<file path="config.mk">
export PLATFORM = sky130hd
export DESIGN_NAME = utf16_to_utf8_transcoder
export DESIGN_NICKNAME = d
export VERILOG_FILES = /design/src/utt_pkg.sv /design/src/utt_front.sv /design/src/utt_fifo.sv /design/src/utt_back.sv /design/src/utf16_to_utf8_transcoder.sv
export SDC_FILE = /design/constraint.sdc
export NUM_CORES = 1
export LEC_CHECK = 0
export ABC_AREA = 0
export BUFFER_PORTS_ARGS = -buffer_cell sky130_fd_sc_hd__clkbuf_2
export CORE_UTILIZATION = 57
export DETAILED_ROUTE_END_ITERATION = 8
export MAX_ROUTING_LAYER = met4
export PLACE_DENSITY_LB_ADDON = 0.25
export SYNTH_ARGS = -nofsm -noshare
export SYNTH_HDL_FRONTEND = slang
export SYNTH_HIERARCHICAL = 1
export SYNTH_SLANG_ARGS = --single-unit
</file>
<file path="constraint.sdc">
create_clock -name clk -period 15.73 [get_ports clk]
set_clock_uncertainty 0.1 [all_clocks]
set_input_delay 1.573 -clock clk [delete_from_list [all_inputs] [get_ports clk]]
set_output_delay 1.573 -clock clk [all_outputs]
set_load 0.02 [all_outputs]
</file>
<file path="src/utt_pkg.sv">
// utt_pkg: shared constants, queue entry type and UTF-8 helper functions
// for the UTF-16 to UTF-8 transcoder. No dependencies.

package utt_pkg;

  // code point and surrogate constants
  localparam logic [15:0] REPLACEMENT_CP  = 16'hFFFD;
  localparam logic [15:0] HI_SURR_MIN     = 16'hD800;
  localparam logic [15:0] HI_SURR_MAX     = 16'hDBFF;
  localparam logic [15:0] LO_SURR_MIN     = 16'hDC00;
  localparam logic [15:0] LO_SURR_MAX     = 16'hDFFF;
  localparam logic [20:0] SUPP_PLANE_BASE = 21'h10000;
  localparam int          SURR_SHIFT      = 10;
  localparam int          UTF8_OFFSET     = 6;

  // utf-8 byte marks
  localparam logic [7:0] CONT_MARK = 8'h80;
  localparam logic [7:0] CONT_MASK = 8'hBF;
  localparam logic [7:0] LEAD_MARK [5] = '{8'h00, 8'h00, 8'hC0, 8'hE0, 8'hF0};

  // register reset and sizes
  localparam logic [15:0] CAPACITY_RESET = 16'hFFFF;
  localparam int          CP_W           = 21;
  localparam int          LEN_W          = 3;
  localparam int          FIFO_DEPTH     = 2;
  localparam int          FIFO_AW        = $clog2(FIFO_DEPTH);

  // byte lengths
  localparam logic [LEN_W-1:0] LEN_1 = 3'd1;
  localparam logic [LEN_W-1:0] LEN_2 = 3'd2;
  localparam logic [LEN_W-1:0] LEN_3 = 3'd3;
  localparam logic [LEN_W-1:0] LEN_4 = 3'd4;

  // one classified input item: up to two characters to encode
  typedef struct packed {
    logic [CP_W-1:0]  a_cp;
    logic [LEN_W-1:0] a_len;
    logic             a_en;
    logic [CP_W-1:0]  b_cp;
    logic [LEN_W-1:0] b_len;
    logic             b_en;
    logic             last_unit;
  } char_entry_t;

  // number of utf-8 bytes for a code point
  function automatic logic [LEN_W-1:0] utf8_len(input logic [CP_W-1:0] cp);
    if (cp <= 21'h7F) begin
      return LEN_1;
    end else if (cp <= 21'h7FF) begin
      return LEN_2;
    end else if (cp <= 21'hFFFF) begin
      return LEN_3;
    end
    return LEN_4;
  endfunction

  // byte j of the utf-8 form of cp, len bytes long
  function automatic logic [7:0] utf8_byte(input logic [CP_W-1:0] cp,
                                           input logic [LEN_W-1:0] len,
                                           input logic [1:0] j);
    logic [1:0] rem;
    logic [7:0] b;
    rem = 2'(len - LEN_1) - j;
    b   = 8'h00;
    if (j == 2'd0) begin
      case (len)
        LEN_1:   b = {1'b0, cp[6:0]};
        LEN_2:   b = LEAD_MARK[2] | {3'b000, cp[10:6]};
        LEN_3:   b = LEAD_MARK[3] | {4'h0, cp[15:12]};
        LEN_4:   b = LEAD_MARK[4] | {5'h00, cp[20:18]};
        default: b = 8'h00;
      endcase
    end else begin
      case (rem)
        2'd0:    b = (CONT_MARK | {2'b00, cp[5:0]}) & CONT_MASK;
        2'd1:    b = (CONT_MARK | {2'b00, cp[11:6]}) & CONT_MASK;
        2'd2:    b = (CONT_MARK | {2'b00, cp[17:12]}) & CONT_MASK;
        default: b = CONT_MARK;
      endcase
    end
    return b;
  endfunction

endpackage

</file>
<file path="src/utt_front.sv">
// utt_front: accepts UTF-16 units, pairs surrogates and turns each unit
// into a queue entry of up to two code points. Depends on utt_pkg.

module utt_front
  import utt_pkg::*;
(
  input  logic        clk,
  input  logic        rst_n,
  input  logic        in_valid,
  input  logic [15:0] in_code_unit,
  input  logic        in_last_unit,
  input  logic        q_ready,
  output logic        q_push,
  output char_entry_t q_entry
);

  logic [9:0]      pend_high_r, pend_high_nxt;
  logic            pend_valid_r, pend_valid_nxt;
  logic            unit_low, unit_high;
  logic [CP_W-1:0] pair_cp;
  logic [CP_W-1:0] rest_cp;
  logic            rest_en;
  logic [CP_W-1:0] a_cp, b_cp;
  logic            a_en, b_en;

  assign q_push = in_valid && q_ready;

  // unit classification
  assign unit_low  = (in_code_unit >= LO_SURR_MIN) && (in_code_unit <= LO_SURR_MAX);
  assign unit_high = (in_code_unit >= HI_SURR_MIN) && (in_code_unit <= HI_SURR_MAX);
  assign pair_cp   = {1'b0, pend_high_r, in_code_unit[9:0]} + SUPP_PLANE_BASE;

  // character from the unit itself, with nothing held
  always_comb begin
    rest_cp = {5'h00, in_code_unit};
    rest_en = 1'b1;
    if (unit_low) begin
      rest_cp = {5'h00, REPLACEMENT_CP};
    end else if (unit_high) begin
      rest_cp = {5'h00, REPLACEMENT_CP};
      rest_en = in_last_unit;
    end
  end

  // combine with a held high surrogate; code point zero yields nothing
  always_comb begin
    a_cp = rest_cp;
    a_en = rest_en && (rest_cp != '0);
    b_cp = rest_cp;
    b_en = 1'b0;
    if (pend_valid_r) begin
      if (unit_low) begin
        a_cp = pair_cp;
        a_en = 1'b1;
      end else begin
        a_cp = {5'h00, REPLACEMENT_CP};
        a_en = 1'b1;
        b_en = rest_en && (rest_cp != '0);
      end
    end
  end

  always_comb begin
    q_entry.a_cp      = a_cp;
    q_entry.a_len     = utf8_len(a_cp);
    q_entry.a_en      = a_en;
    q_entry.b_cp      = b_cp;
    q_entry.b_len     = utf8_len(b_cp);
    q_entry.b_en      = b_en;
    q_entry.last_unit = in_last_unit;
  end

  // held surrogate update
  always_comb begin
    pend_high_nxt  = pend_high_r;
    pend_valid_nxt = pend_valid_r;
    if (q_push) begin
      pend_valid_nxt = 1'b0;
      if ((!pend_valid_r || !unit_low) && unit_high && !in_last_unit) begin
        pend_valid_nxt = 1'b1;
        pend_high_nxt  = in_code_unit[9:0];
      end
    end
  end

  always_ff @(posedge clk) begin
    if (!rst_n) begin
      pend_valid_r <= 1'b0;
    end else begin
      pend_valid_r <= pend_valid_nxt;
    end
    pend_high_r <= pend_high_nxt;
  end

endmodule

</file>
<file path="src/utt_fifo.sv">
// utt_fifo: short register queue of classified entries between the front
// and the byte emitter. Depends on utt_pkg.

module utt_fifo
  import utt_pkg::*;
(
  input  logic        clk,
  input  logic        rst_n,
  input  logic        push,
  input  char_entry_t push_entry,
  output logic        not_full,
  input  logic        pop,
  output logic        not_empty,
  output char_entry_t head
);

  char_entry_t        mem_r [FIFO_DEPTH];
  logic [FIFO_AW-1:0] wr_ptr_r, rd_ptr_r;
  logic [FIFO_AW:0]   count_r;

  assign not_full  = (count_r != (FIFO_AW+1)'(FIFO_DEPTH));
  assign not_empty = (count_r != '0);
  assign head      = mem_r[rd_ptr_r];

  // pointers and fill count
  always_ff @(posedge clk) begin
    if (!rst_n) begin
      wr_ptr_r <= '0;
      rd_ptr_r <= '0;
      count_r  <= '0;
    end else begin
      if (push) begin
        wr_ptr_r <= (wr_ptr_r == FIFO_AW'(FIFO_DEPTH - 1)) ? '0 : wr_ptr_r + 1'b1;
      end
      if (pop) begin
        rd_ptr_r <= (rd_ptr_r == FIFO_AW'(FIFO_DEPTH - 1)) ? '0 : rd_ptr_r + 1'b1;
      end
      if (push && !pop) begin
        count_r <= count_r + 1'b1;
      end else if (pop && !push) begin
        count_r <= count_r - 1'b1;
      end
    end
  end

  // entry storage
  always_ff @(posedge clk) begin
    if (push) begin
      mem_r[wr_ptr_r] <= push_entry;
    end
  end

endmodule

</file>
<file path="src/utt_back.sv">
// utt_back: applies the capacity check to each entry and emits the UTF-8 bytes
// one per cycle unless out_ready stalls, via an output register. Depends on utt_pkg.

module utt_back
  import utt_pkg::*;
(
  input  logic        clk,
  input  logic        rst_n,
  input  logic [15:0] capacity,
  input  logic        q_valid,
  input  char_entry_t q_head,
  output logic        q_pop,
  output logic        out_valid,
  input  logic        out_ready,
  output logic [7:0]  out_byte,
  output logic [15:0] out_byte_position,
  output logic        out_last_of_item
);

  logic             busy_r, busy_nxt;
  logic [CP_W-1:0]  cur_cp_r, cur_cp_nxt;
  logic [LEN_W-1:0] cur_len_r, cur_len_nxt;
  logic [1:0]       idx_r, idx_nxt;
  logic [CP_W-1:0]  sec_cp_r, sec_cp_nxt;
  logic [LEN_W-1:0] sec_len_r, sec_len_nxt;
  logic             sec_en_r, sec_en_nxt;
  logic [15:0]      pos_r, pos_nxt;
  logic [15:0]      plan_bw_r, plan_bw_nxt;
  logic             ov_r, ov_nxt;
  logic [7:0]       ob_r, ob_nxt;
  logic [15:0]      op_r, op_nxt;
  logic             ol_r, ol_nxt;

  logic        advance, final_byte;
  logic        fit_a, fit_b;
  logic [16:0] sum_a, sum_b;
  logic [15:0] base_b;

  assign out_valid         = ov_r;
  assign out_byte          = ob_r;
  assign out_byte_position = op_r;
  assign out_last_of_item  = ol_r;

  assign advance    = busy_r && (!ov_r || out_ready);
  assign final_byte = (idx_r == 2'(cur_len_r - LEN_1));
  assign q_pop      = q_valid && (!busy_r || (advance && final_byte && !sec_en_r));

  // capacity check for both characters of the head entry
  assign sum_a  = {1'b0, plan_bw_r} + 17'(q_head.a_len);
  assign fit_a  = q_head.a_en && (sum_a <= {1'b0, capacity});
  assign base_b = fit_a ? sum_a[15:0] : plan_bw_r;
  assign sum_b  = {1'b0, base_b} + 17'(q_head.b_len);
  assign fit_b  = q_head.b_en && (sum_b <= {1'b0, capacity});

  // byte sequencer and entry load
  always_comb begin
    busy_nxt    = busy_r;
    cur_cp_nxt  = cur_cp_r;
    cur_len_nxt = cur_len_r;
    idx_nxt     = idx_r;
    sec_cp_nxt  = sec_cp_r;
    sec_len_nxt = sec_len_r;
    sec_en_nxt  = sec_en_r;
    pos_nxt     = pos_r;
    plan_bw_nxt = plan_bw_r;
    if (advance) begin
      pos_nxt = pos_r + 16'd1;
      idx_nxt = idx_r + 2'd1;
      if (final_byte) begin
        if (sec_en_r) begin
          cur_cp_nxt  = sec_cp_r;
          cur_len_nxt = sec_len_r;
          sec_en_nxt  = 1'b0;
          idx_nxt     = 2'd0;
        end else begin
          busy_nxt = 1'b0;
        end
      end
    end
    if (q_pop) begin
      busy_nxt    = fit_a || fit_b;
      idx_nxt     = 2'd0;
      pos_nxt     = plan_bw_r;
      cur_cp_nxt  = fit_a ? q_head.a_cp : q_head.b_cp;
      cur_len_nxt = fit_a ? q_head.a_len : q_head.b_len;
      sec_cp_nxt  = q_head.b_cp;
      sec_len_nxt = q_head.b_len;
      sec_en_nxt  = fit_a && fit_b;
      if (q_head.last_unit) begin
        plan_bw_nxt = '0;
      end else if (fit_b) begin
        plan_bw_nxt = sum_b[15:0];
      end else begin
        plan_bw_nxt = base_b;
      end
    end
  end

  // output register
  always_comb begin
    ov_nxt = ov_r;
    ob_nxt = ob_r;
    op_nxt = op_r;
    ol_nxt = ol_r;
    if (advance) begin
      ov_nxt = 1'b1;
      ob_nxt = utf8_byte(cur_cp_r, cur_len_r, idx_r);
      op_nxt = pos_r;
      ol_nxt = final_byte && !sec_en_r;
    end else if (out_ready) begin
      ov_nxt = 1'b0;
    end
  end

  always_ff @(posedge clk) begin
    if (!rst_n) begin
      busy_r    <= 1'b0;
      sec_en_r  <= 1'b0;
      plan_bw_r <= '0;
      ov_r      <= 1'b0;
    end else begin
      busy_r    <= busy_nxt;
      sec_en_r  <= sec_en_nxt;
      plan_bw_r <= plan_bw_nxt;
      ov_r      <= ov_nxt;
    end
    cur_cp_r  <= cur_cp_nxt;
    cur_len_r <= cur_len_nxt;
    idx_r     <= idx_nxt;
    sec_cp_r  <= sec_cp_nxt;
    sec_len_r <= sec_len_nxt;
    pos_r     <= pos_nxt;
    ob_r      <= ob_nxt;
    op_r      <= op_nxt;
    ol_r      <= ol_nxt;
  end

endmodule

</file>
<file path="src/utf16_to_utf8_transcoder.sv">
// UTF-16 to UTF-8 transcoder, one code unit in, one UTF-8 byte out per transfer.
// A front stage pairs surrogates and classifies each unit into at most two
// characters; a two-entry queue feeds a byte emitter that checks each character
// against output_capacity and sends its bytes leading byte first through an
// output register. The output side moves one byte per cycle unless out_ready
// stalls it; an item yields zero to six bytes (commonly one to three), and one
// that yields no byte is still popped by the emitter. Input transfers
// continue while earlier bytes drain, as long as the queue has room. The
// capacity register is written through cfg_ and resets to 65535; write it only
// while the block is idle. The last unit of a string clears the byte count and
// any held high surrogate. No clearing pass is needed after reset.
// Depends on utt_pkg, utt_front, utt_fifo and utt_back.

module utf16_to_utf8_transcoder
  import utt_pkg::*;
(
  input  logic        clk,
  input  logic        rst_n,
  input  logic        cfg_valid,
  output logic        cfg_ready,
  input  logic [15:0] cfg_output_capacity,
  input  logic        in_valid,
  output logic        in_ready,
  input  logic [15:0] in_code_unit,
  input  logic        in_last_unit,
  output logic        out_valid,
  input  logic        out_ready,
  output logic [7:0]  out_byte,
  output logic [15:0] out_byte_position,
  output logic        out_last_of_item
);

  logic [15:0] capacity_r;
  logic        q_push, q_pop, q_not_full, q_not_empty;
  char_entry_t q_in, q_head;

  assign cfg_ready = 1'b1;
  assign in_ready  = q_not_full;

  // capacity register
  always_ff @(posedge clk) begin
    if (!rst_n) begin
      capacity_r <= CAPACITY_RESET;
    end else if (cfg_valid && cfg_ready) begin
      capacity_r <= cfg_output_capacity;
    end
  end

  utt_front u_front (
    .clk          (clk),
    .rst_n        (rst_n),
    .in_valid     (in_valid),
    .in_code_unit (in_code_unit),
    .in_last_unit (in_last_unit),
    .q_ready      (q_not_full),
    .q_push       (q_push),
    .q_entry      (q_in)
  );

  utt_fifo u_fifo (
    .clk        (clk),
    .rst_n      (rst_n),
    .push       (q_push),
    .push_entry (q_in),
    .not_full   (q_not_full),
    .pop        (q_pop),
    .not_empty  (q_not_empty),
    .head       (q_head)
  );

  utt_back u_back (
    .clk               (clk),
    .rst_n             (rst_n),
    .capacity          (capacity_r),
    .q_valid           (q_not_empty),
    .q_head            (q_head),
    .q_pop             (q_pop),
    .out_valid         (out_valid),
    .out_ready         (out_ready),
    .out_byte          (out_byte),
    .out_byte_position (out_byte_position),
    .out_last_of_item  (out_last_of_item)
  );

endmodule

</file>
==> impl_metrics.tcl <==
set metrics [dict create \
    ys_warn_count 6 \
    pwr-share-comb_pct 33.2 \
    firstDrtPassIters 6 \
    grt_pass1_vias 7954 \
    end_kind "flip-flop" \
    hold_viol_final 0 \
    finalSetupTns_ns 0 \
    cts_resized 0 \
    final_cell_count_no_fill 1445 \
    synthTopCellsByArea "edfxtp_1 48%, dfxtp_1 6.9%, ha_1 4.7%" \
    p_int_mw 1.57 \
    antenna_found_initial 0 \
    drv_cap 0 \
    dpl-instance-area_um2 12900 \
    io_buffers 64 \
    powerDensity_nw_per_um2 176 \
    p_leak_nw 5.24 \
    tightest_slew_ns 1.21 \
    hpwl_um 19100 \
    antenna_left 0 \
    ys_seq_elements 244 \
    drtIter0Drc 893 \
    htreeDepth 1 \
    fin_nets 1238 \
    grt_setup_unrepaired "false" \
    syn_avg_cell_area_um2 11.3 \
    dp_slack_ns 5.92 \
    routed_via_density 5.91 \
    clk_pin_slew_worst_paths_ns 0.07 \
    synth.top_cells.by_count "201 x edfxtp_1, 156 x nand2_1, 77 x nor2_1" \
    setup_ws_ns 5.72 \
    die_width_um 150 \
    start_util_pct 58.9 \
    overflow 0 \
    crit_fanout 37 \
    slowest_stage "a311oi_1" \
    holdCritPathClass "reg2reg" \
    drt_wl_total_um 27000 \
    cts_sinks 244 \
    async_flop_share_pct 0 \
    fin_crit_sh_pct 63.6 \
    crit_path_max_incr_delay_ns 0.95 \
    synth.distinct_cells 86 \
    timing.slew.headroom_pct 18.8 \
    maxSlewViolCount 0 \
    fmax_ghz 0.0999 \
    r2r_slack_ns 5.72 \
    synth.most_common_cell "edfxtp_1" \
    clkPwrFrac_pct 23.7 \
    cts_buffer_depth 3 \
    postCtsHoldBufs 0 \
    vias 8534 \
    swShare_pct 35.3 \
    dp_cells 1398 \
    die_height_um 150 \
    yosysSeqAreaShare_pct 55.0 \
    netlist_instances 1110 \
    grt_max_degree 94 \
    route.detailed.drc 0 \
    final.min_clock_period_ns 10.01 \
    area_delta_synth_final_pct 9.64 \
    setup_viol 0 \
    gp_congestion 0.952 \
    synth_top_area_cell "edfxtp_1" \
    grt_use_total_pct 25.4 \
    fin_area_um2 13700 \
    path_class "reg2reg" \
    switchingPower_mw 0.855 \
    diodes 0 \
    cp-start-kind "flip-flop" \
    crit_required_ns 16.05 \
    post-cts-setup-buffer-count 0 \
    synthesis.area_um2 12500 \
    arrival_ns 10.33 \
    fp.coreArea_um2 21300 \
    drive_gt1_share_pct 11.9 \
    ios 66 \
    rows 53 \
    cts_tree "yes" \
    grt_pass1_wl_um 43200 \
    wl_per_cell_um 18.7 \
    ys.flop_type "edfxtp_1" \
    vdd_drop_max_v 0.000140 \
    hold_start "capacity_r[6]$_SDFFE_PN1P_" \
    cts_made_buffers 26 \
    p_seq_share_pct 43.1 \
    synth_edf_count 201 \
    dieArea_um2 22600 \
    total_power_mw 2.42 \
    clk_latency_ns 0.53 \
    cts_root_buf "clkbuf_16" \
    yosysTopAreaCellShare_pct 48.2 \
    status "completed" \
]
power groups by stage:
stage	Combinational, mW	Sequential (mW)	Clock, mW
CTS	0.798	1.04	0.584
finish	0.804	1.04	0.574
floorplan	0.572	1.06	0
global placement	0.773	1.04	0
global route	0.889	1.06	0.609
detailed placement	0.790	1.05	0
registers in the layout, indices dropped and copies added (netlist names), 2 cells and up, named ones only:
register	flops
u_back/out_byte	8
u_fifo/mem_r	102
u_back/idx_r	2
u_back/pos_r	16
u_back/sec_len_r	3
u_back/cur_len_r	3
capacity_r	16
u_back/out_byte_position	16
u_back/cur_cp_r	21
u_fifo/count_r	2
u_back/sec_cp_r	21
u_back/plan_bw_r	16
u_front/pend_high_r	10
cell families (layout without fill, tap and decap cells):
family	count (synthesis)	count (layout)	synth area share [%]
muxes	77	77	6.73
xor gates and xnor gates	62	62	4.33
and+or+nand+nor	379	379	14.2
AOI/OAI and AO/OA	195	195	10.7
buffers and inverters	102	157	3.95
adders and majority gates	49	49	5.01
other	2	7	0.0599
DFF	244	244	55.0
per-stage QoR:
stage | hold slack (ns) | util (%)
2_1_floorplan | 0.341 | -
3_3_place_gp | 0.355 | 60.7
3_5_place_dp | 0.359 | 60.7
4_1_cts | 0.374 | 64.6
5_1_grt | 0.404 | 64.6
6_report | 0.376 | 64.6
critical path, delay by kind of cell (launching register included):
| kind | cells | cell delay (ns) |
|---|---|---|
| AO/OA/AOI/OAI | 15 | 4.82 |
| AND/OR/NAND/NOR | 10 | 2.18 |
| adder cells (fa/ha/maj) | 6 | 1.67 |
| flip-flops | 1 | 0.53 |
| XOR/XNOR | 2 | 0.30 |
| multiplexers | 1 | 0.24 |
| buffers and inverters | 1 | 0.05 |
final timing paths:
kind | endpoint | cells past startpoint
worst max register to register | u_back/plan_bw_r[13]$_SDFFE_PN0P_ | 35
worst max-delay path | u_back/plan_bw_r[13]$_SDFFE_PN0P_ | 35
worst min-delay path | capacity_r[6]$_SDFFE_PN1P_ | 2
worst min register to register | capacity_r[6]$_SDFFE_PN1P_ | 2
layer usage:
layer	routed length, um	track usage [%]
met5	0	-
met4	401	5.40
met3	2210	3.91
met2	11400	35.6
met1	13100	38.9
placed cells by master (no fill, tap or decap), drive strengths merged, types with 4 or more instances in the layout:
cell / Yosys / layout
nor2b: 4 / 4
o22ai: 7 / 7
nand4: 7 / 7
xnor2: 37 / 37
a222oi: 4 / 4
nor3: 21 / 21
o21a: 10 / 10
nor4: 4 / 4
and2: 12 / 12
ha: 47 / 47
a21boi: 6 / 6
o21ai: 43 / 43
clkinv: 0 / 12
clkbuf: 33 / 95
inv: 40 / 42
nand3: 33 / 33
mux2i: 19 / 19
buf: 29 / 6
a21oi: 35 / 35
xor2: 25 / 25
dfxtp: 43 / 43
nor2: 77 / 77
a211oi: 7 / 7
mux2: 58 / 58
edfxtp: 201 / 201
a31oi: 33 / 33
o31ai: 5 / 5
or3: 9 / 9
nand2: 157 / 157
and3: 10 / 10
nand2b: 27 / 27
o211ai: 4 / 4
a21o: 12 / 12
conb: 2 / 7
final cells by class:
type | count | area (um^2)
multi-input combinational | 769 | 5170
tap | 275 | 344
fill | 1655 | 7550
sequential | 244 | 6900
timing repair buffer | 70 | 365
clock buffer | 31 | 691
clock inverter | 16 | 119
inverter | 40 | 150
(Power assumes the default switching activity.)
